--- src/rtl/mep_pkg.sv ---
`default_nettype none

package mep_pkg;

   localparam int COORD_W    = 12;
   localparam int COLOR_W    = 32;
   localparam int COUNT_W    = 10;
   localparam int CSR_IDX_W  = 3;
   localparam int CSR_DATA_W = 32;
   localparam int RAMP_LEN   = 16;

   localparam logic [CSR_IDX_W-1:0] CSR_X_START    = 3'd0;
   localparam logic [CSR_IDX_W-1:0] CSR_Y_START    = 3'd1;
   localparam logic [CSR_IDX_W-1:0] CSR_X_STEP     = 3'd2;
   localparam logic [CSR_IDX_W-1:0] CSR_Y_STEP     = 3'd3;
   localparam logic [CSR_IDX_W-1:0] CSR_ITER_LIMIT = 3'd4;

   localparam logic signed [31:0] X_START_RESET = -32'sd536870912;
   localparam logic signed [31:0] Y_START_RESET = 32'sd268435456;
   localparam logic [30:0]        X_STEP_RESET  = 31'd503316;
   localparam logic [30:0]        Y_STEP_RESET  = 31'd596523;
   localparam logic [COUNT_W-1:0] LIMIT_RESET   = 10'd100;

   localparam logic [COLOR_W-1:0] RAMP [RAMP_LEN] = '{
      32'h1010FFFF, 32'h1710F3FF, 32'h1E10E8FF, 32'h2611DCFF,
      32'h2D11D1FF, 32'h3512C5FF, 32'h3C12BAFF, 32'h4313AEFF,
      32'h4B13A3FF, 32'h521497FF, 32'h5A148CFF, 32'h611480FF,
      32'h681575FF, 32'h701569FF, 32'h77165EFF, 32'h7D1654FF
   };

   typedef enum logic [3:0] {
      ST_IDLE,
      ST_MCX,
      ST_MCY,
      ST_CY,
      ST_SQX,
      ST_SQY,
      ST_XY,
      ST_UPD,
      ST_OUT
   } mep_state_type;

   function automatic logic signed [31:0] sat32(input logic signed [63:0] v);
      logic signed [31:0] r;
      if (v > 64'sd2147483647) begin
         r = 32'sh7FFFFFFF;
      end else if (v < -64'sd2147483648) begin
         r = 32'sh80000000;
      end else begin
         r = v[31:0];
      end
      return r;
   endfunction

endpackage

`default_nettype wire

--- src/rtl/mep_if.sv ---
`default_nettype none

interface mep_req_if;
   logic                        valid;
   logic                        ready;
   logic [mep_pkg::COORD_W-1:0] column;
   logic [mep_pkg::COORD_W-1:0] row;

   modport source (output valid, output column, output row, input ready);
   modport sink   (input valid, input column, input row, output ready);
endinterface

interface mep_rsp_if;
   logic                        valid;
   logic                        ready;
   logic [mep_pkg::COLOR_W-1:0] color;
   logic [mep_pkg::COUNT_W-1:0] iteration_count;

   modport source (output valid, output color, output iteration_count, input ready);
   modport sink   (input valid, input color, input iteration_count, output ready);
endinterface

`default_nettype wire

--- src/rtl/mandelbrot_escape_pixel_unit.sv ---
// channel | dir | transfer when       | payload
// req     | in  | valid && ready      | column[11:0], row[11:0]
// rsp     | out | valid && ready      | color[31:0], iteration_count[9:0]
// csr     | in  | csr_we              | csr_index[2:0], csr_wdata[31:0]
//
// A pixel is computed iteratively:
// each iteration runs three products and one update through the single
// registered 32x32 multiplier. One pixel at a time; req_ready is high only in idle.
// A finished result waits in the rsp register; the next pixel may start meanwhile.
// Reset is synchronous and restores the register defaults.
`default_nettype none

module mandelbrot_escape_pixel_unit #(
   parameter int PALETTE_ENTRIES = 16,
   parameter int FRACTION_BITS   = 28
) (
   input  wire logic                         clock,
   input  wire logic                         reset,
   mep_req_if.sink                           req_chan,
   mep_rsp_if.source                         rsp_chan,
   input  wire logic                         csr_we,
   input  wire logic [mep_pkg::CSR_IDX_W-1:0]  csr_index,
   input  wire logic [mep_pkg::CSR_DATA_W-1:0] csr_wdata
);
   import mep_pkg::*;

   localparam int PAL_W = (PALETTE_ENTRIES > 2) ? $clog2(PALETTE_ENTRIES) : 1;
   localparam bit ESC_ON = (2 * FRACTION_BITS + 2) <= 63;
   localparam logic [63:0] ESC_LIMIT = ESC_ON ? (64'd4 << (2 * FRACTION_BITS)) : 64'd0;

   logic signed [31:0]  x_start_ff, y_start_ff;
   logic [30:0]         x_step_ff, y_step_ff;
   logic [COUNT_W-1:0]  limit_ff;

   mep_state_type       state_ff, state_in;

   logic [COORD_W-1:0]  col_ff, row_ff;
   logic signed [31:0]  cx_ff, cy_ff, vx_ff, vy_ff;
   logic signed [63:0]  acc_ff, diff_ff;
   logic                esc_ff;
   logic [COUNT_W-1:0]  iter_ff;
   logic [PAL_W-1:0]    pal_ff;

   logic                rsp_valid_ff;
   logic [COLOR_W-1:0]  color_ff, color_in;
   logic [COUNT_W-1:0]  count_ff;

   logic signed [31:0]  mul_a, mul_b;
   logic signed [63:0]  prod_ff;
   logic [63:0]         mag_sum;
   logic                done;
   logic                out_free;
   logic [8:0]          pal_wide;

   mep_mul u_mul (
      .clock   (clock),
      .a       (mul_a),
      .b       (mul_b),
      .prod_ff (prod_ff)
   );

   // configuration
   always_ff @(posedge clock) begin
      if (reset) begin
         x_start_ff <= X_START_RESET;
         y_start_ff <= Y_START_RESET;
         x_step_ff  <= X_STEP_RESET;
         y_step_ff  <= Y_STEP_RESET;
         limit_ff   <= LIMIT_RESET;
      end else if (csr_we) begin
         unique case (csr_index)
            CSR_X_START:    x_start_ff <= signed'(csr_wdata);
            CSR_Y_START:    y_start_ff <= signed'(csr_wdata);
            CSR_X_STEP:     x_step_ff  <= csr_wdata[30:0];
            CSR_Y_STEP:     y_step_ff  <= csr_wdata[30:0];
            CSR_ITER_LIMIT: limit_ff   <= csr_wdata[COUNT_W-1:0];
            default: ;
         endcase
      end
   end

   assign mag_sum  = unsigned'(acc_ff) + unsigned'(prod_ff);
   assign done     = (iter_ff >= limit_ff) || esc_ff;
   assign out_free = !rsp_valid_ff || rsp_chan.ready;
   assign pal_wide = 9'(pal_ff);

   always_comb begin
      if (iter_ff != '0 && iter_ff < limit_ff) begin
         color_in = RAMP[pal_wide[3:0]];
      end else if (esc_ff) begin
         color_in = RAMP[0];
      end else begin
         color_in = '0;
      end
   end

   // sequencer
   always_ff @(posedge clock) begin
      if (reset) begin
         state_ff <= ST_IDLE;
      end else begin
         state_ff <= state_in;
      end
   end

   always_comb begin
      state_in = state_ff;
      mul_a    = vx_ff;
      mul_b    = vx_ff;
      unique case (state_ff)
         ST_IDLE: begin
            if (req_chan.valid) state_in = ST_MCX;
         end
         ST_MCX: begin
            mul_a    = signed'(32'(col_ff));
            mul_b    = signed'({1'b0, x_step_ff});
            state_in = ST_MCY;
         end
         ST_MCY: begin
            mul_a    = signed'(32'(row_ff));
            mul_b    = signed'({1'b0, y_step_ff});
            state_in = ST_CY;
         end
         ST_CY:  state_in = ST_SQX;
         ST_SQX: state_in = ST_SQY;
         ST_SQY: begin
            mul_a    = vy_ff;
            mul_b    = vy_ff;
            state_in = ST_XY;
         end
         ST_XY: begin
            mul_a    = vx_ff;
            mul_b    = vy_ff;
            state_in = ST_UPD;
         end
         ST_UPD: begin
            state_in = done ? ST_OUT : ST_SQX;
         end
         ST_OUT: begin
            if (out_free) state_in = ST_IDLE;
         end
         default: state_in = ST_IDLE;
      endcase
   end

   assign req_chan.ready = (state_ff == ST_IDLE);

   // datapath
   always_ff @(posedge clock) begin
      case (state_ff)
         ST_IDLE: begin
            col_ff <= req_chan.column;
            row_ff <= req_chan.row;
         end
         ST_MCY: begin
            cx_ff <= sat32(64'(x_start_ff) + prod_ff);
            vx_ff <= sat32(64'(x_start_ff) + prod_ff);
         end
         ST_CY: begin
            cy_ff   <= sat32(64'(y_start_ff) - prod_ff);
            vy_ff   <= sat32(64'(y_start_ff) - prod_ff);
            iter_ff <= '0;
            pal_ff  <= '0;
         end
         ST_SQY: acc_ff <= prod_ff;
         ST_XY: begin
            esc_ff  <= ESC_ON && (mag_sum > ESC_LIMIT);
            diff_ff <= acc_ff - prod_ff;
         end
         ST_UPD: begin
            if (!done) begin
               vx_ff   <= sat32((diff_ff >>> FRACTION_BITS) + 64'(cx_ff));
               vy_ff   <= sat32((prod_ff >>> (FRACTION_BITS - 1)) + 64'(cy_ff));
               iter_ff <= iter_ff + 1'b1;
               pal_ff  <= (pal_ff == PAL_W'(PALETTE_ENTRIES - 1)) ? '0 : pal_ff + 1'b1;
            end
         end
         default: ;
      endcase
   end

   // result register
   always_ff @(posedge clock) begin
      if (reset) begin
         rsp_valid_ff <= 1'b0;
      end else if (state_ff == ST_OUT && out_free) begin
         rsp_valid_ff <= 1'b1;
      end else if (rsp_chan.ready) begin
         rsp_valid_ff <= 1'b0;
      end
   end

   always_ff @(posedge clock) begin
      if (state_ff == ST_OUT && out_free) begin
         color_ff <= color_in;
         count_ff <= iter_ff;
      end
   end

   assign rsp_chan.valid           = rsp_valid_ff;
   assign rsp_chan.color           = color_ff;
   assign rsp_chan.iteration_count = count_ff;

endmodule

`default_nettype wire

--- src/rtl/mep_mul.sv ---
`default_nettype none

module mep_mul (
   input  wire logic               clock,
   input  wire logic signed [31:0] a,
   input  wire logic signed [31:0] b,
   output logic signed [63:0]      prod_ff
);

   logic signed [63:0] prod_in;

   assign prod_in = 64'(a) * 64'(b);

   always_ff @(posedge clock) begin
      prod_ff <= prod_in;
   end

endmodule

`default_nettype wire

--- src/flat_wrapper.sv ---
// flat-port wrapper written by rule: the top's interface ports become plain ports
module mandelbrot_escape_pixel_unit_flat import mep_pkg::*;
#(
   parameter int PALETTE_ENTRIES = 16,
   parameter int FRACTION_BITS   = 28
)
  (clock, reset, csr_we, csr_index, csr_wdata, req_chan_valid, req_chan_column, req_chan_row, req_chan_ready, rsp_chan_valid, rsp_chan_color, rsp_chan_iteration_count, rsp_chan_ready);
  mep_req_if req_chan_i ();
  mep_rsp_if rsp_chan_i ();
  input  wire logic clock;
  input  wire logic reset;
  input  wire logic csr_we;
  input  wire logic [mep_pkg::CSR_IDX_W-1:0] csr_index;
  input  wire logic [mep_pkg::CSR_DATA_W-1:0] csr_wdata;
  input wire logic [$bits(req_chan_i.valid)-1:0] req_chan_valid;
  input wire logic [$bits(req_chan_i.column)-1:0] req_chan_column;
  input wire logic [$bits(req_chan_i.row)-1:0] req_chan_row;
  output wire logic [$bits(req_chan_i.ready)-1:0] req_chan_ready;
  output wire logic [$bits(rsp_chan_i.valid)-1:0] rsp_chan_valid;
  output wire logic [$bits(rsp_chan_i.color)-1:0] rsp_chan_color;
  output wire logic [$bits(rsp_chan_i.iteration_count)-1:0] rsp_chan_iteration_count;
  input wire logic [$bits(rsp_chan_i.ready)-1:0] rsp_chan_ready;
  assign req_chan_i.valid = req_chan_valid;
  assign req_chan_i.column = req_chan_column;
  assign req_chan_i.row = req_chan_row;
  assign req_chan_ready = req_chan_i.ready;
  assign rsp_chan_valid = rsp_chan_i.valid;
  assign rsp_chan_color = rsp_chan_i.color;
  assign rsp_chan_iteration_count = rsp_chan_i.iteration_count;
  assign rsp_chan_i.ready = rsp_chan_ready;
  mandelbrot_escape_pixel_unit #(.PALETTE_ENTRIES(PALETTE_ENTRIES), .FRACTION_BITS(FRACTION_BITS)) u_core (.clock(clock), .reset(reset), .req_chan(req_chan_i), .rsp_chan(rsp_chan_i), .csr_we(csr_we), .csr_index(csr_index), .csr_wdata(csr_wdata));
endmodule
--- config.mk ---
export PLATFORM = sky130hd
export DESIGN_NAME = mandelbrot_escape_pixel_unit_flat
export DESIGN_NICKNAME = d
export VERILOG_FILES = /design/src/rtl/mep_pkg.sv /design/src/rtl/mep_if.sv /design/src/rtl/mandelbrot_escape_pixel_unit.sv /design/src/rtl/mep_mul.sv /design/src/flat_wrapper.sv
export SDC_FILE = /design/constraint.sdc
export NUM_CORES = 2
export LEC_CHECK = 0
export ABC_AREA = 1
export ABC_CLOCK_PERIOD_IN_PS = 12600
export BUFFER_PORTS_ARGS = -buffer_cell sky130_fd_sc_hd__buf_2
export CAP_MARGIN = 20
export CORE_AREA = 2 2 529 531
export DETAILED_ROUTE_END_ITERATION = 8
export DIE_AREA = 0 0 531 533
export MAX_ROUTING_LAYER = met4
export PLACE_DENSITY = 0.48
export SLEW_MARGIN = 15
export SYNTH_ARGS = -nofsm -noshare
export SYNTH_HDL_FRONTEND = slang
export SYNTH_HIERARCHICAL = 1
export SYNTH_SLANG_ARGS = --single-unit
--- constraint.sdc ---
create_clock -name clock -period 12.6 [get_ports clock]
set_input_delay 2.52 -clock clock [delete_from_list [all_inputs] [get_ports clock]]
set_output_delay 2.52 -clock clock [all_outputs]
set_load 0.02 [all_outputs]
==> flow_metrics.py <==
metrics = {
    "critical_path": {
        "worstPathArrival_ns": 11.33,
        "critPathKind": "register to register",
        "cp_slowest_cell": "fa_1",
        "start_kind": "register",
        "cp-startpoint": "u_core/state_ff[0]",
        "cpMostUsedCell": "inv_1",
        "rrSetupSlack_ns": 1.84,
        "cp-end-kind": "register",
        "critPathMaxFanout": 32,
        "reg2reg_from": "u_core/state_ff[0]",
        "critPathMaxStageDelay_ns": 0.91,
        "required_ns": 13.17,
    },
    "timing": {
        "tns_ns": 0,
        "tightest_slew_ns": 1.18,
        "max-slew-margin-rel": 0.210,
        "setup_viol": 0,
        "grt_setup_unrepaired": "no",
        "hold_ws_ns": 0.459,
        "finalCriticalPeriod_ns": 10.76,
        "hold_viol_final": 0,
        "max_freq_ghz": 0.0930,
        "drv_slew": 0,
        "finClkSkew_ns": 0.0398,
        "finalCritPeriodShare": 0.854,
    },
    "clock_tree": {
        "clockBufferDepth": 3,
        "clk_pin_slew_worst_paths_ns": 0.06,
        "clockRootBuffer": "clkbuf_16",
        "cts_max_level": 3,
        "cts_made_buffers": 68,
        "cts_setup_buffers": 0,
        "cts_sinks": 501,
        "clkLatencyLatePin_ns": 0.68,
        "cts_tree": "yes",
        "holdBufCountCts": 0,
        "ctsResizeCount": 0,
    },
    "logic_synthesis": {
        "yosysTopAreaCell": "fa_1",
        "netlist.area_leader.share": 0.262,
        "synthDistinctLibCells": 63,
        "syn_area_per_cell_um2": 6.97,
        "synthMuxAreaShare": 0,
        "synthSimpleGateAreaFrac": 0.254,
        "yosys_most_used_dff": "edfxtp_1",
        "synth_enable_flop_cells": 296,
        "synth-async-reset-ratio": 0,
        "synth_top_family_by_area": "adder cells",
        "synth_xor_xnor_area_share": 0.0256,
        "yosys-top-cells-area": "fa_1 26%, nand2_1 16%, inv_1 12%, edfxtp_1 11%, ha_1 8.1%",
        "synth_cells": 11908,
        "synth_warnings": 6,
        "yosysSeqAreaShare": 0.157,
        "synthAdderAreaFrac": 0.343,
        "synth-compound-area-share": 0.0792,
        "synth-seq-cells": 501,
        "syn_area_mm2": 0.0830,
    },
    "floorplanning": {
        "num_rows": 194,
        "die_h_um": 533,
        "fp.coreArea_mm2": 0.278,
        "pin_count": 108,
        "initial_utilization": 0.298,
        "fp.dieW_um": 531,
        "dieArea_mm2": 0.283,
    },
    "route": {
        "dr_total_vias": 75829,
        "drtAntennaViolNets": 0,
        "routedWlPerCell_um": 22.4,
        "vias_per_cell": 4.83,
        "drc": 0,
        "drt_iter0_markers": 6952,
        "dr.pass1.iters": 8,
        "routed_wl_um": 351000,
    },
    "grt": {
        "grt_first_pass_wirelength_um": 512000,
        "grt_use_met1": 0.362,
        "grt_max_degree": 75,
        "met2_usage": 0.372,
        "met3_usage": 0.0394,
        "grt_pass1_vias": 74599,
        "antenna_found_initial": 24,
        "track_usage": 0.254,
        "overflow": 0,
        "grt_busiest_layer": "met2",
    },
    "cells_and_area": {
        "nNetsFinal": 13583,
        "area_delta_synth_final_pct": 9.41,
        "drive_gt1_frac": 0.0458,
        "fill_cells": 30390,
    },
    "placement": {
        "portBuffers": 102,
        "dp_hpwl_um": 295000,
        "gp_congestion": 1.03,
    },
    "run": {
        "drv_cap": 0,
    },
    "hold_path": {
        "hp-start": "u_core/y_step_ff[4]",
        "hp-class": "register to register",
    },
    "run_status": {
        "status": "finished clean",
    },
}
[cells by family (layout without fill, tap and decap cells)]
family,Yosys count,in the layout
xor gates and xnor gates,242,242
other,1,18
buffers and inverters,3088,3129
AOI/OAI and AO/OA,1197,1197
and+or+nand+nor,5257,5257
adders and majority gates,1622,1622
DFF,501,501
[flip-flops by register name, summed over array words and instances (netlist names)]
| signal | cells |
|---|---|
| u_core/x_start_ff | 32 |
| u_core/col_ff | 12 |
| u_core/cx_ff | 32 |
| u_core/vy_ff | 32 |
| u_core/diff_ff | 36 |
| u_core/state_ff | 4 |
| u_core/x_step_ff | 31 |
| u_core/row_ff | 12 |
| u_core/u_mul/prod_ff | 64 |
| u_core/y_step_ff | 31 |
| u_core/rsp_chan.iteration_count | 10 |
| u_core/cy_ff | 32 |
| u_core/iter_ff | 10 |
| u_core/esc_ff | 1 |
| u_core/rsp_chan.valid | 1 |
| u_core/acc_ff | 64 |
| u_core/pal_ff | 4 |
| u_core/y_start_ff | 32 |
| u_core/rsp_chan.color | 19 |
| u_core/vx_ff | 32 |
| u_core/limit_ff | 10 |
[through the flow]
stage | cells | area (um^2) | worst slack (ns) | utilization
final | 15690 | 90800 | 1.84 | 0.327
after detailed placement | 15551 | 88300 | 1.88 | 0.318
after CTS | 15677 | 90700 | 1.86 | 0.326
after global placement | 15551 | 88300 | 2.02 | 0.318
after floorplan | 11912 | 83000 | 3.68 | -
after global routing | 15688 | 90800 | 1.06 | 0.327
[layer usage]
| layer | routed length [um] | vias to the layer above |
|---|---|---|
| li1 | - | 35714 |
| met1 | 165000 | 37142 |
| met2 | 150000 | 2634 |
| met3 | 26300 | 339 |
| met4 | 10100 | 0 |
| met5 | 0 | - |
[layout make-up]
class,instances,area [um^2],share of cell area
inverters,2754,10300,0.114
repair buffers,249,1610,0.0178
well taps,3724,4660,0.0513
flip-flops and latches,501,13000,0.143
diodes,13,32.5,0.000358
multi-input cells,8323,58700,0.647
clock buffers,81,1860,0.0205
clock inverters,45,549,0.00605
[synthesized netlist by cell type, types with 194 or more instances]
cell / count
a21oi_1: 550
dfxtp_1: 205
nand2_1: 3532
inv_1: 2742
ha_1: 535
edfxtp_1: 296
fa_1: 1087
nor2_1: 1023
o21ai_0: 407
xor2_1: 194
nand3_1: 351
clkbuf_1: 292
[layout by cell type (no fill, tap or decap), types with 17 or more instances in the layout]
master,instances
o211ai_1,23
buf_2,102
xor2_1,194
clkbuf_16,70
nand3_1,346
nand2_2,73
inv_1,2741
nor2_2,24
a21oi_1,549
buf_4,147
nand4_1,89
o21ai_0,391
ha_1,535
nor3_1,62
o21a_1,17
a31oi_1,26
xnor2_1,47
nand2_1,3531
fa_1,1087
dfxtp_1,204
edfxtp_1,296
nor2_1,1014
o21bai_1,48
nor4_1,24
nand3b_1,25
clkinv_1,17
[worst max-delay path, delay by kind of cell (launching register included)]
family                     cells  cell delay (ns)
AOI/OAI and AO/OA              2             0.33
adders and majority gates      9             4.74
buffers and inverters         13             2.60
DFF                            1             0.39
and+or+nand+nor               11             2.53
[worst paths after layout]
| path | cells past startpoint | endpoint |
|---|---|---|
| setup / recovery | 35 | u_core/u_mul/prod_ff[59] |
| hold / removal | 2 | u_core/y_step_ff[4] |
| setup reg to reg | 35 | u_core/u_mul/prod_ff[59] |
| hold reg to reg | 2 | u_core/y_step_ff[4] |
Power is left out: the tool's default activity adds up to more than one toggle a clock period on the data nets, which glitch-free logic cannot reach.
